$ cat config.mk
export PLATFORM = sky130hd
export DESIGN_NAME = stable_priority_queue_core
export DESIGN_NICKNAME = d
export VERILOG_FILES = /design/src/rtl/spq_pkg.sv /design/src/rtl/spq_cell.sv /design/src/rtl/stable_priority_queue_core.sv
export VERILOG_INCLUDE_DIRS = /design/src /design/src/rtl
export SDC_FILE = /design/constraint.sdc
export NUM_CORES = 1
export LEC_CHECK = 0
export BUFFER_PORTS_ARGS = -buffer_cell sky130_fd_sc_hd__buf_2
export CORE_MARGIN = 3
export CORE_UTILIZATION = 47
export DETAILED_ROUTE_END_ITERATION = 10
export GPL_TIMING_DRIVEN = 0
export PLACE_DENSITY = 0.61
export SLEW_MARGIN = 10
export SYNTH_ARGS = -nofsm -noshare
export SYNTH_HDL_FRONTEND = slang
export SYNTH_SLANG_ARGS = --single-unit
$ cat constraint.sdc
create_clock -name clk -period 10.1 [get_ports clk]
set_clock_uncertainty 0.05 [all_clocks]
set_input_delay 1.01 -clock clk [delete_from_list [all_inputs] [get_ports clk]]
set_output_delay 1.01 -clock clk [all_outputs]
set_load 0.02 [all_outputs]
$ cat src/rtl/assert_macros.svh
// Assertion macros for the RTL that checks itself.
// Depends on a clock named clk and an active-low reset named arst_n in scope.
`ifndef ASSERT_MACROS_SVH
`define ASSERT_MACROS_SVH

// same-cycle implication
`define SPQ_ASSERT_NOW(label, ante, cons) \
	label: assert property (@(posedge clk) disable iff (!arst_n) (ante) |-> (cons)) \
		else $error("queue assertion failed");

// next-cycle implication
`define SPQ_ASSERT_NEXT(label, ante, cons) \
	label: assert property (@(posedge clk) disable iff (!arst_n) (ante) |=> (cons)) \
		else $error("queue assertion failed");

`endif

$ cat src/rtl/spq_pkg.sv
// Types, codes and sizes of the stable priority queue.
// No dependencies; imported by spq_cell and stable_priority_queue_core.
`default_nettype none

package spq_pkg;

	localparam int QUEUE_DEPTH = 16;
	localparam int CNT_W       = $clog2(QUEUE_DEPTH + 1);
	localparam int FILL_W      = 5;

	typedef enum logic {
		ACT_ENQ = 1'b0,
		ACT_DEQ = 1'b1
	} action_t;

	typedef enum logic [1:0] {
		ST_DONE  = 2'd0,
		ST_EMPTY = 2'd1,
		ST_FULL  = 2'd2
	} status_t;

	typedef struct packed {
		logic signed [31:0] data;
		logic [7:0]         prio;
	} entry_t;

	typedef struct packed {
		action_t            action;
		logic signed [31:0] item_data;
		logic [7:0]         item_priority;
	} req_t;

	typedef struct packed {
		status_t            status;
		logic               head_valid;
		logic signed [31:0] head_data;
		logic [7:0]         head_priority;
		logic [FILL_W-1:0]  fill_count;
	} rsp_t;

	typedef struct packed {
		logic   enq;
		logic   deq;
		entry_t entry;
	} cell_ctl_t;

endpackage

`default_nettype wire

$ cat src/rtl/spq_cell.sv
// One slot of the sorted chain: holds an entry, shifts toward the head on
// dequeue and away from it on insert. Depends on spq_pkg.
`default_nettype none

module spq_cell
	import spq_pkg::*;
(
	input  wire logic      clk,
	input  wire cell_ctl_t ctl,
	input  wire logic      occ,
	input  wire logic      left_ge,
	input  wire entry_t    left_entry,
	input  wire entry_t    right_entry,
	output entry_t         entry,
	output entry_t         entry_d,
	output logic           ge
);

	entry_t entry_q;

	assign ge    = occ && (entry_q.prio >= ctl.entry.prio);
	assign entry = entry_q;

	always_comb begin
		entry_d = entry_q;
		if (ctl.deq) begin
			entry_d = right_entry;
		end else if (ctl.enq && !ge) begin
			entry_d = left_ge ? ctl.entry : left_entry;
		end
	end

	always_ff @(posedge clk) begin
		entry_q <= entry_d;
	end

endmodule

`default_nettype wire

$ cat src/rtl/stable_priority_queue_core.sv
// Top level of the stable priority queue: chain of spq_cell slots, fill
// counter and response register. Depends on spq_pkg, spq_cell, assert_macros.svh.
`default_nettype none
`include "assert_macros.svh"

// Bounded priority queue kept sorted highest priority first, first in first
// out among equal priorities. Each request beat enqueues or dequeues; each
// gives one response beat with the status, the head entry and the fill count
// after the step. A request is taken every cycle while the response register
// is free or being drained, and its response appears in the next cycle: every
// slot compares its priority against the new one in parallel and shifts in
// the same cycle. No clearing pass follows reset; the queue starts empty.
module stable_priority_queue_core
	import spq_pkg::*;
(
	input  wire logic clk,
	input  wire logic arst_n,
	input  wire req_t req,
	input  wire logic req_valid,
	output logic      req_stall,
	output rsp_t      rsp,
	output logic      rsp_valid,
	input  wire logic rsp_stall
);

	logic [CNT_W-1:0] count_q;
	logic [CNT_W-1:0] count_d;
	rsp_t             rsp_q;
	logic             rsp_valid_q;

	logic             accept;
	logic             full;
	logic             empty;
	cell_ctl_t        ctl;
	status_t          status;

	entry_t           cell_entry [QUEUE_DEPTH];
	entry_t           cell_next  [QUEUE_DEPTH];
	logic [QUEUE_DEPTH-1:0] cell_ge;
	logic [QUEUE_DEPTH-1:0] cell_occ;

	assign req_stall = rsp_valid_q && rsp_stall;
	assign accept    = req_valid && !req_stall;
	assign full      = (count_q == CNT_W'(QUEUE_DEPTH));
	assign empty     = (count_q == '0);

	always_comb begin
		ctl.enq        = accept && (req.action == ACT_ENQ) && !full;
		ctl.deq        = accept && (req.action == ACT_DEQ) && !empty;
		ctl.entry.data = req.item_data;
		ctl.entry.prio = req.item_priority;
	end

	always_comb begin
		status  = ST_DONE;
		count_d = count_q;
		case (req.action)
			ACT_ENQ: begin
				if (full) begin
					status = ST_FULL;
				end else begin
					count_d = count_q + CNT_W'(1);
				end
			end
			ACT_DEQ: begin
				if (empty) begin
					status = ST_EMPTY;
				end else begin
					count_d = count_q - CNT_W'(1);
				end
			end
			default: begin
				status = ST_DONE;
			end
		endcase
	end

	for (genvar i = 0; i < QUEUE_DEPTH; i++) begin : g_cell
		entry_t left_entry;
		entry_t right_entry;
		logic   left_ge;

		assign cell_occ[i] = (count_q > CNT_W'(i));

		if (i == 0) begin : g_head
			assign left_entry = ctl.entry;
			assign left_ge    = 1'b1;
		end else begin : g_body
			assign left_entry = cell_entry[i-1];
			assign left_ge    = cell_ge[i-1];
		end

		if (i == QUEUE_DEPTH - 1) begin : g_tail
			assign right_entry = cell_entry[i];
		end else begin : g_mid
			assign right_entry = cell_entry[i+1];
		end

		spq_cell u_cell (
			.clk         (clk),
			.ctl         (ctl),
			.occ         (cell_occ[i]),
			.left_ge     (left_ge),
			.left_entry  (left_entry),
			.right_entry (right_entry),
			.entry       (cell_entry[i]),
			.entry_d     (cell_next[i]),
			.ge          (cell_ge[i])
		);
	end

	always_ff @(posedge clk or negedge arst_n) begin
		if (!arst_n) begin
			count_q     <= '0;
			rsp_valid_q <= 1'b0;
		end else begin
			if (accept) begin
				count_q     <= count_d;
				rsp_valid_q <= 1'b1;
			end else if (!rsp_stall) begin
				rsp_valid_q <= 1'b0;
			end
		end
	end

	always_ff @(posedge clk) begin
		if (accept) begin
			rsp_q.status        <= status;
			rsp_q.head_valid    <= (count_d != '0);
			rsp_q.head_data     <= (count_d != '0) ? cell_next[0].data : '0;
			rsp_q.head_priority <= (count_d != '0) ? cell_next[0].prio : '0;
			rsp_q.fill_count    <= FILL_W'(count_d);
		end
	end

	assign rsp       = rsp_q;
	assign rsp_valid = rsp_valid_q;

	`SPQ_ASSERT_NOW(a_count_bound, 1'b1, count_q <= CNT_W'(QUEUE_DEPTH))
	`SPQ_ASSERT_NEXT(a_full_refused, accept && (req.action == ACT_ENQ) && full, rsp_q.status == ST_FULL && full)
	`SPQ_ASSERT_NOW(a_head_order, cell_occ[1], cell_entry[0].prio >= cell_entry[1].prio)
	`SPQ_ASSERT_NOW(a_head_matches_count, rsp_valid_q, rsp_q.head_valid == (count_q != '0))

endmodule

`default_nettype wire
-- Yosys cells after proc, flatten, opt, wreduce, memory -nomap -nowiden
Cells that the tools add are included.
- register bits: 694
- input bits: 45
- logic and storage cells: 204
- add/sub/neg operators: 2
- magnitude comparators: 32
- equality and inequality tests: 2
- mux-type cells: 53
- bitwise gates (word level): 2
- reduce and logical (&&, ||, !) cells: 74
- operators by type and width (operator ; number):
    two-way mux 40 bit ; 45
    >= comparator 8 bit ; 16
    > comparator 5 x 4 -> 1 bit, second input constant ; 8
    logical AND 1 bit ; 38
    nonzero test 2 bit ; 14
    > comparator 5 x 3 -> 1 bit, second input constant ; 4
    zero test 1 bit ; 19
    > comparator 5 x 1 -> 1 bit, second input constant ; 2
    > comparator 5 x 2 -> 1 bit, second input constant ; 2
    two-way mux 5 bit ; 2
    one-hot mux 5 bit (2 select lines) ; 1
    adder 5 x 1 -> 5 bit, second input constant ; 1
    equality test 5 bit, second input constant ; 1
    zero test 5 bit ; 1
    nonzero test 5 bit ; 1
    subtractor 5 x 1 -> 5 bit, second input constant ; 1
    one-hot mux 2 bit (2 select lines) ; 1
    two-way mux 1 bit ; 3
    two-way mux 2 bit ; 1
    inequality test 2 x 1 -> 1 bit, second input constant ; 1
    NOT 1 bit ; 2
    AND reduction 2 bit ; 1

-- Longest topological paths before layout
Gate-level depths: netlist of the first run.
- word-level depth: 8
- depth in mapped cells: 13
- mapped depth without buffers: 8

-- Cells and area by module
From an unflattened synthesis of the first run, not the netlist that was laid out.
- cells, all modules: 5095
- area total of the unflattened synthesis: 49341.1 sq um
- modules (own cells, without submodules) (module ; instances ; cells an instance ; area an instance (sq um)):
    spq_cell ; 16 ; 306 ; 2921.6
    stable_priority_queue_core ; 1 ; 199 ; 2596.2

-- Worst setup path after synthesis of the first run
Ideal clock, no wire load.
- path kind: input -> register
- from: in req[6] (netlist bit)
- to: reg g_cell[1].u_cell.entry_q, in the netlist g_cell[1].u_cell.entry[0], enable pin
- library setup time: 0.493 ns
- arrival: 5.981 ns
- data required time: 9.557 ns
- path slack: 3.576 ns
- cell stages on the path: 11
- cells stage by stage: clkbuf_1 clkbuf_1 inv_1 ha_1 a21o_1 a211oi_1 o211ai_1 and3_1 clkbuf_1 clkbuf_1 o21ai_0
- cells in the longest elaborated chain, start to end: 5
- RTL lines (element ; line ; source):
    start, declared ; stable_priority_queue_core.sv:18 ; input wire req_t req,
    >= comparator 8 bit ; spq_cell.sv:21 ; assign ge = occ && (entry_q.prio >= ctl.entry.prio);
    logical AND 1 bit ; spq_cell.sv:21 ;
    zero test 1 bit ; spq_cell.sv:28 ; end else if (ctl.enq && !ge) begin
    logical AND 1 bit ; spq_cell.sv:28 ;
    nonzero test 2 bit (no source line) ; n/a ;
    end signal, assigned ; spq_cell.sv:34 ; entry_q <= entry_d;
    end, declared ; spq_cell.sv:19 ; entry_t entry_q;
Every way passes these cells.
A chain may end at the register's enable or synchronous reset.

-- Final worst setup path of the first run
- from: in req[2] (netlist bit)
- to: reg g_cell[13].u_cell.entry_q, in the netlist g_cell[13].u_cell.entry[28], enable pin
- cells in the longest elaborated chain, start to end: 5
- RTL lines (element ; line):
    >= comparator 8 bit ; spq_cell.sv:21
    logical AND 1 bit ; spq_cell.sv:21
    zero test 1 bit ; spq_cell.sv:28
    logical AND 1 bit ; spq_cell.sv:28
    nonzero test 2 bit (no source line) ; n/a
    end signal, assigned ; spq_cell.sv:34
    end, declared ; spq_cell.sv:19
Every way passes these cells.

==> impl_metrics.yaml, run 1 <==
synth:
  synth_fa_ha_area_share_pct: 4.47
  yosys-top-cells-area: "edfxtp_1 (52%), mux2i_1 (9.7%), nand2_1 (8.2%), o21ai_1 (5.1%), ha_1 (4.5%)"
  ys.flop_type: "edfxtp_1"
  synthesis.instances: 3648
  synth-simple-area-share_pct: 11.7
  ys_seq_area_share_pct: 54.4
  syn_avg_cell_area_sq_um: 10.3
  synth_compound_gate_area_share_pct: 13.5
  yosys.cell_types.count: 54
  synth_xor_area_share_pct: 0.0700
  synth_mux_area_share_pct: 12.1
  synth_top_family_by_area: "compound AO/OA/AOI/OAI gates"
  synthArstFlopShare_pct: 0.865
  synth_edf_count: 648
  synth_nets: 3827
  synth_top_area_share_pct: 51.9
  ys_seq_elements: 694
  synth_top_area_cell: "edfxtp_1"
  synth_warnings: 0
  netlist_area_sq_um: 37500
clock_network:
  ctsHoldBuffers: 0
  cts.sinks: 694
  clkLatencyLatePin_ns: 0.64
  clk_pin_slew_worst_paths_ns: 0.06
  cts_tree: "built"
  cts-resized-gates: 0
  htreeDepth: 3
  cts_buffers: 78
  post_cts_buffers: 0
  root_buffer: "clkbuf_16"
  cts_max_path_buffers: 3
layout:
  regArea_sq_um: 20400
  final_cell_area_sq_um: 42300
  final_util_pct: 54.1
  fin_cells: 4944
  fin_nets: 4014
  synthToLayoutAreaGrowth_pct: 12.8
  drive_gt1_share_pct: 10.5
  n_fill_cell: 7044
  multi_input_comb_area_sq_um: 15800
detailed_routing:
  drc: 0
  drtIter0Drc: 3758
  wl_per_cell_um: 27.5
  vias: 30800
  vias_per_cell: 6.23
  routed_wl_mm: 136
  firstDrtPassIters: 6
  antenna_left: 0
critical_path:
  reg2reg_to: "g_cell[5].u_cell.entry[17]"
  crit_family: "buffers and inverters"
  end_kind: "flop"
  cp_slowest_cell: "o221ai_1"
  r2r_start: "count_q[1]"
  path_cells: "clkbuf_1 -> clkbuf_1 -> inv_1 -> ha_1 -> a21oi_1 -> a21oi_1 -> o221ai_1 -> clkbuf_1 -> nand2_1 -> nand2_4"
  critPathMostFrequentCell: "clkbuf_1"
  startpoint: "req[2]"
  arrival_ns: 6.89
  r2r_cells: 11
  reg2reg_slack_ns: 4.92
  start_kind: "primary input"
  critPathKind: "primary input to flop"
  crit_required_ns: 10.31
  cp_slowest_stage_delay_ns: 1.02
  cp_num_buf_inv: 4
  path_max_fanout: 40
grt:
  track_usage_pct: 32.3
  grt_pass1_vias: 29500
  antenna_found_initial: 5
  grt.overflow.total: 0
  grt_pass1_wl_mm: 197
  grt_max_degree: 41
job:
  maxCapViolCount: 0
power_and_ir_drop:
  vdd_drop_max_mv: 0.155
  internal_power_mw: 7.46
  seqPwrFrac_pct: 39.6
  switching_power_mw: 4.46
  powerDensity_nw_per_um2: 282
  comb_power_share_pct: 36.2
  switching_share_pct: 37.4
  pwr-share-clk_pct: 24.2
  leakage_nw: 16.6
  p_total_mw: 11.9
place:
  place_area_sq_um: 39800
  io_buffers: 87
  post-place-ws_ns: 3.00
  dp_cells: 4795
  routabilityCongestion: 0.948
  dp.final_hpwl_mm: 93.8
die:
  row_count: 102
  core-area_sq_um: 78200
  fp.dieW_um: 289
  initial_utilization_pct: 48.0
  die-area_sq_um: 83200
  pin_count: 95
  die_h_um: 289
sta:
  period_needed_ns: 6.69
  hold_slack_ns: 0.161
  setup_ws_ns: 3.41
  rsz0062_at_grt: "no"
  finalMaxSlewViolations: 0
  finalHoldViolations: 0
  worstMarginPinSlew_ns: 1.32
  slew_headroom_pct: 12.1
  fin_crit_sh_pct: 66.2
  setup_tns_ns: 0
  setup_violations: 0
  fmax_mhz: 150
status:
  outcome: "finished clean"
worst_hold_path:
  hold_class: "primary input to asynchronous set/reset pin"
[how the worst max path moves through the flow]
| stage | end | cells after the start |
|---|---|---|
| after CTS | g_cell[13].u_cell.entry[24] | 10 |
| after global placement | g_cell[1].u_cell.entry[17] | 11 |
| after floorplan | g_cell[1].u_cell.entry[0] | 11 |
| final | g_cell[13].u_cell.entry[28] | 10 |
| after global routing | g_cell[13].u_cell.entry[25] | 10 |
| after detailed placement | g_cell[13].u_cell.entry[13] | 10 |
[worst register-to-register path, cell delays in order (launching register included)]
cell and delay [ns]:
dfrtp_1 0.44, buf_2 0.21, inv_1 0.17, ha_1 0.23, or4b_1 0.43, buf_2 0.19, nand3_1 0.50, buf_2 0.51
clkbuf_1 0.72, buf_2 0.54, nand2_2 0.52, buf_12 0.36
[cell families (layout without fill, tap and decap cells)]
group	Yosys count	after routing
AOI/OAI and AO/OA	916	916
muxes	442	442
and+or+nand+nor	1116	1116
DFF	694	694
other	0	4
xor gates and xnor gates	3	3
buffers and inverters	343	595
adders and majority gates	134	134
[synthesized netlist by cell type, types with 3 or more instances]
library cell	number
or3_1	3
o21a_1	11
o211ai_1	8
o21ai_1	385
nand2_1	823
buf_6	5
a211oi_1	10
nor2_1	215
nor3b_1	4
nand2b_1	19
clkbuf_1	198
a31oi_1	149
inv_1	41
a22oi_1	42
mux2_2	80
a21oi_1	218
buf_2	84
dfxtp_1	40
nor2b_1	7
edfxtp_1	648
a21o_1	13
nand4_1	9
mux2i_1	362
dfrtp_1	6
o21ai_0	58
ha_1	134
o22ai_1	3
buf_1	15
and3_1	7
nor3_1	4
nand3_1	17
a2111oi_0	3
[layer usage]
layer  share of wire (%)  wire length (um)  vias to the layer above  global-route usage (%)
li1                    -                 -                    13600                       -
met1                  41             55700                    15100                    44.9
met2                  44             59200                     1808                    49.3
met3                  11             14600                      324                    6.74
met4                 4.6              6230                        0                    13.3
met5                   0                 0                        -                       0
[state kept, by name, indices dropped and copies added (netlist names)]
signal               flops
rsp_valid                1
rsp                     48
g_cell.u_cell.entry    640
count_q                  5
[power by group through the flow]
stage	sequential, mW	clock (mW)	combinational (mW)
after detailed placement	4.76	0	4.20
after floorplan	4.71	0	2.74
after CTS	4.71	2.89	4.22
after global routing	4.80	2.99	4.65
final	4.73	2.88	4.32
after global placement	4.81	0	4.03
[cells in the final DEF (no fill, tap or decap), types with 6 or more instances in the layout]
| cell | Yosys | final |
|---|---|---|
| nand4_1 | 9 | 9 |
| clkbuf_8 | 0 | 8 |
| a31oi_1 | 149 | 148 |
| o21ai_0 | 58 | 52 |
| clkinv_1 | 0 | 14 |
| nand3_1 | 17 | 17 |
| a21o_1 | 13 | 12 |
| nor2b_1 | 7 | 7 |
| and3_1 | 7 | 7 |
| clkbuf_16 | 0 | 82 |
| edfxtp_1 | 648 | 648 |
| a21oi_1 | 218 | 218 |
| inv_1 | 41 | 40 |
| dfxtp_1 | 40 | 40 |
| clkinv_2 | 0 | 13 |
| dfrtp_1 | 6 | 6 |
| nand2b_1 | 19 | 19 |
| ha_1 | 134 | 134 |
| nor2_1 | 215 | 215 |
| nand2_1 | 823 | 817 |
| o211ai_1 | 8 | 8 |
| o21ai_4 | 0 | 8 |
| buf_2 | 84 | 171 |
| buf_6 | 5 | 6 |
| o21ai_1 | 385 | 383 |
| mux2i_1 | 362 | 362 |
| a211oi_1 | 10 | 9 |
| buf_12 | 0 | 15 |
| o21a_1 | 11 | 11 |
| buf_1 | 15 | 15 |
| clkbuf_1 | 198 | 217 |
| a22oi_1 | 42 | 42 |
| mux2_2 | 80 | 80 |
[area by class of cell]
type / count / area share [%]
inverters: 41 / 0.364
diodes: 4 / 0.0236
repair buffers: 107 / 1.98
clock inverters: 34 / 0.641
well taps: 1040 / 3.07
clock buffers: 111 / 5.29
flip-flops and latches: 694 / 48.2
multi-input cells: 2611 / 37.4
plain buffers: 302 / 3.02
Note: power is estimated with default switching activity, not from simulation.
==> run 2: changes to the inputs <==
- PLACE_DENSITY: 0.61 -> 0.63
- clock period: 10.1 -> 5.7 ns (I/O delays scaled with it)
==> run 2 against run 1 <==
Compared with the run above:
- the flow now finishes with violations (negative setup slack)
- worst setup slack worse by 3.4 ns
- flip-flop and latch count unchanged
- utilization rose by 0.096 points
- non-clock buffer count increased by 14
- hold slack got worse by 0.057 ns
- via count rose by 0.58%
- final cell count is essentially flat
- combinational power grew 77%
- routed wire length fell by 0.53%
- critical endpoint is now g_cell[10].u_cell.entry[22]
==> impl_metrics.yaml, run 2 (same netlist as run 1, synthesis figures left out) <==
place:
  dp.final_hpwl_mm: 93.5
  routabilityCongestion: 0.932
  post-place-ws_ns: -1.05
  dp_cells: 4796
  io_buffers: 87
clock_network:
  cts.sinks: 694
  htreeDepth: 3
  clkLatencyLatePin_ns: 0.63
  root_buffer: "clkbuf_16"
  cts_buffers: 77
  clk_pin_slew_worst_paths_ns: 0.06
  cts_max_path_buffers: 3
  cts_tree: "built"
power_and_ir_drop:
  switching_power_mw: 7.89
  seqPwrFrac_pct: 39.8
  comb_power_share_pct: 36.4
  internal_power_mw: 13.2
  pwr-share-clk_pct: 23.8
  switching_share_pct: 37.5
  vdd_drop_max_mv: 0.247
  powerDensity_nw_per_um2: 497
  leakage_nw: 16.6
critical_path:
  r2r_start: "count_q[1]"
  path_cells: "clkbuf_1 -> clkdlybuf4s15_1 -> inv_1 -> ha_1 -> a2111oi_0 -> o211ai_1 -> nand2_1 -> buf_1 -> nand2_1 -> nand2_4"
  end_kind: "flop"
  reg2reg_to: "g_cell[5].u_cell.entry[19]"
  arrival_ns: 5.92
  start_kind: "primary input"
  r2r_cells: 11
  cp_num_buf_inv: 4
  critPathKind: "primary input to flop"
  path_max_fanout: 40
  critPathMostFrequentCell: "nand2_1"
  cp_slowest_cell: "clkdlybuf4s15_1"
  reg2reg_slack_ns: 0.41
  crit_family: "buffers and inverters"
  cp_slowest_stage_delay_ns: 0.85
  crit_required_ns: 5.89
die:
  pin_count: 95
  core-area_sq_um: 78200
  initial_utilization_pct: 48.0
  die-area_sq_um: 83200
  fp.dieW_um: 289
  die_h_um: 289
  row_count: 102
sta:
  slew_headroom_pct: 20.2
  worstMarginPinSlew_ns: 1.20
  fmax_mhz: 175
  hold_slack_ns: 0.104
  rsz0062_at_grt: "no"
  setup_tns_ns: -0.170
  finalMaxSlewViolations: 0
  setup_ws_ns: -0.0216
  finalHoldViolations: 0
  setup_violations: 23
  fin_crit_sh_pct: 100
  period_needed_ns: 5.72
layout:
  n_fill_cell: 6905
  synthToLayoutAreaGrowth_pct: 13.0
  drive_gt1_share_pct: 10.7
  largest_reg_flops: 640
  final_common_cell: "nand2_1"
  fin_cells: 4948
  fin_nets: 4027
  final_cell_mix: "nand2_1 (817), edfxtp_1 (648), o21ai_1 (383), mux2i_1 (362), clkbuf_1 (222)"
detailed_routing:
  highest_layer: "met4"
  wl_per_cell_um: 27.3
  drtIter0Drc: 3963
  drc: 0
  vias: 31000
  vias_per_cell: 6.26
  wl_met1_mm: 55.3
  antenna_left: 0
  wl_met3_mm: 14.4
  firstDrtPassIters: 6
  wl_met2_mm: 59.4
  routed_wl_mm: 135
grt:
  grt_pass1_vias: 29800
  antenna_found_initial: 3
  grt_max_degree: 52
  track_usage_pct: 32.1
  grt.overflow.total: 0
  grt_pass1_wl_mm: 196
worst_hold_path:
  hold_class: "primary input to flop"
  hold_path_depth: 2
  whs_endpoint: "rsp_valid"
  hp-start: "req_valid"
job:
  maxCapViolCount: 0
status:
  outcome: "finished with violations"
  violations: "negative setup slack"
[run 2: changes by cell type in the layout (fill, tap and decap cells not counted), moves of 2 or more]
cell	change
buf_4	+12
clkinv_2	-8
clkbuf_1	+5
o221ai_1	-2
diode_2	-3
clkbuf_16	-3
clkinv_1	-4
o221ai_2	+2
clkinvlp_4	+3
inv_1	-3
buf_16	+2
[run 2: layout make-up]
type	instances	area, sq um	area share [%]
flip-flops and latches	694	20400	48.1
repair buffers	121	976	2.30
well taps	1040	1300	3.07
multi-input cells	2611	15800	37.3
diodes	1	2.50	0.00590
clock inverters	24	241	0.570
inverters	41	168	0.395
plain buffers	302	1280	3.03
clock buffers	114	2190	5.16
[run 2: routing by layer]
metal | vias to the layer above | global-route usage, %
met5 | - | 0
met4 | 0 | 13.9
met3 | 279 | 6.49
met2 | 1825 | 49.2
met1 | 15200 | 44.4
li1 | 13600 | -
[run 2: worst reg2reg max path: cells and delay by family (launching register included)]
kind / cells / cell delay, ns
flops: 1 / 0.44
fa+ha+maj: 1 / 0.24
buf+inv: 7 / 2.85
simple gates: 3 / 1.41
[run 2: power by group through the flow]
stage	clock, mW	combinational, mW	sequential, mW
2_1_floorplan	0	4.86	8.33
3_3_place_gp	0	7.10	8.49
3_5_place_dp	0	7.45	8.43
4_1_cts	5.02	7.49	8.34
5_1_grt	5.21	8.23	8.51
6_report	5.01	7.66	8.38
[run 2: per-stage QoR]
step           total power, mW  area [sq um]  util (%)
2_1_floorplan             13.2         37500         -
3_3_place_gp              15.6         39300      50.2
3_5_place_dp              15.9         39800      50.9
4_1_cts                   20.9         42300      54.1
5_1_grt                   21.9         42400      54.2
6_report                  21.1         42400      54.2
[run 2: worst max path at each step]
stage | start | to | depth (start not counted) | slack (ns)
2_1_floorplan | req[1] | g_cell[15].u_cell.entry[0] | 9 | 0.25
3_3_place_gp | req[1] | g_cell[15].u_cell.entry[31] | 9 | -4.64
3_5_place_dp | req[2] | g_cell[13].u_cell.entry[13] | 10 | -1.05
4_1_cts | req[1] | g_cell[12].u_cell.entry[23] | 10 | 0.02
5_1_grt | req[3] | g_cell[10].u_cell.entry[22] | 10 | 0.03
6_report | req[3] | g_cell[10].u_cell.entry[22] | 10 | -0.02
[run 2: what timing repair did]
| item | in CTS | in global routing |
|---|---|---|
| hold endpoints to repair | 6 | 0 |
| buffers inserted | 6 | 6 |
| endpoints found under the setup margin | 64 | 168 |
| hold buffers | 1 | 0 |
| gates resized for setup | 3 | 8 |
| pin swaps | 0 | 0 |
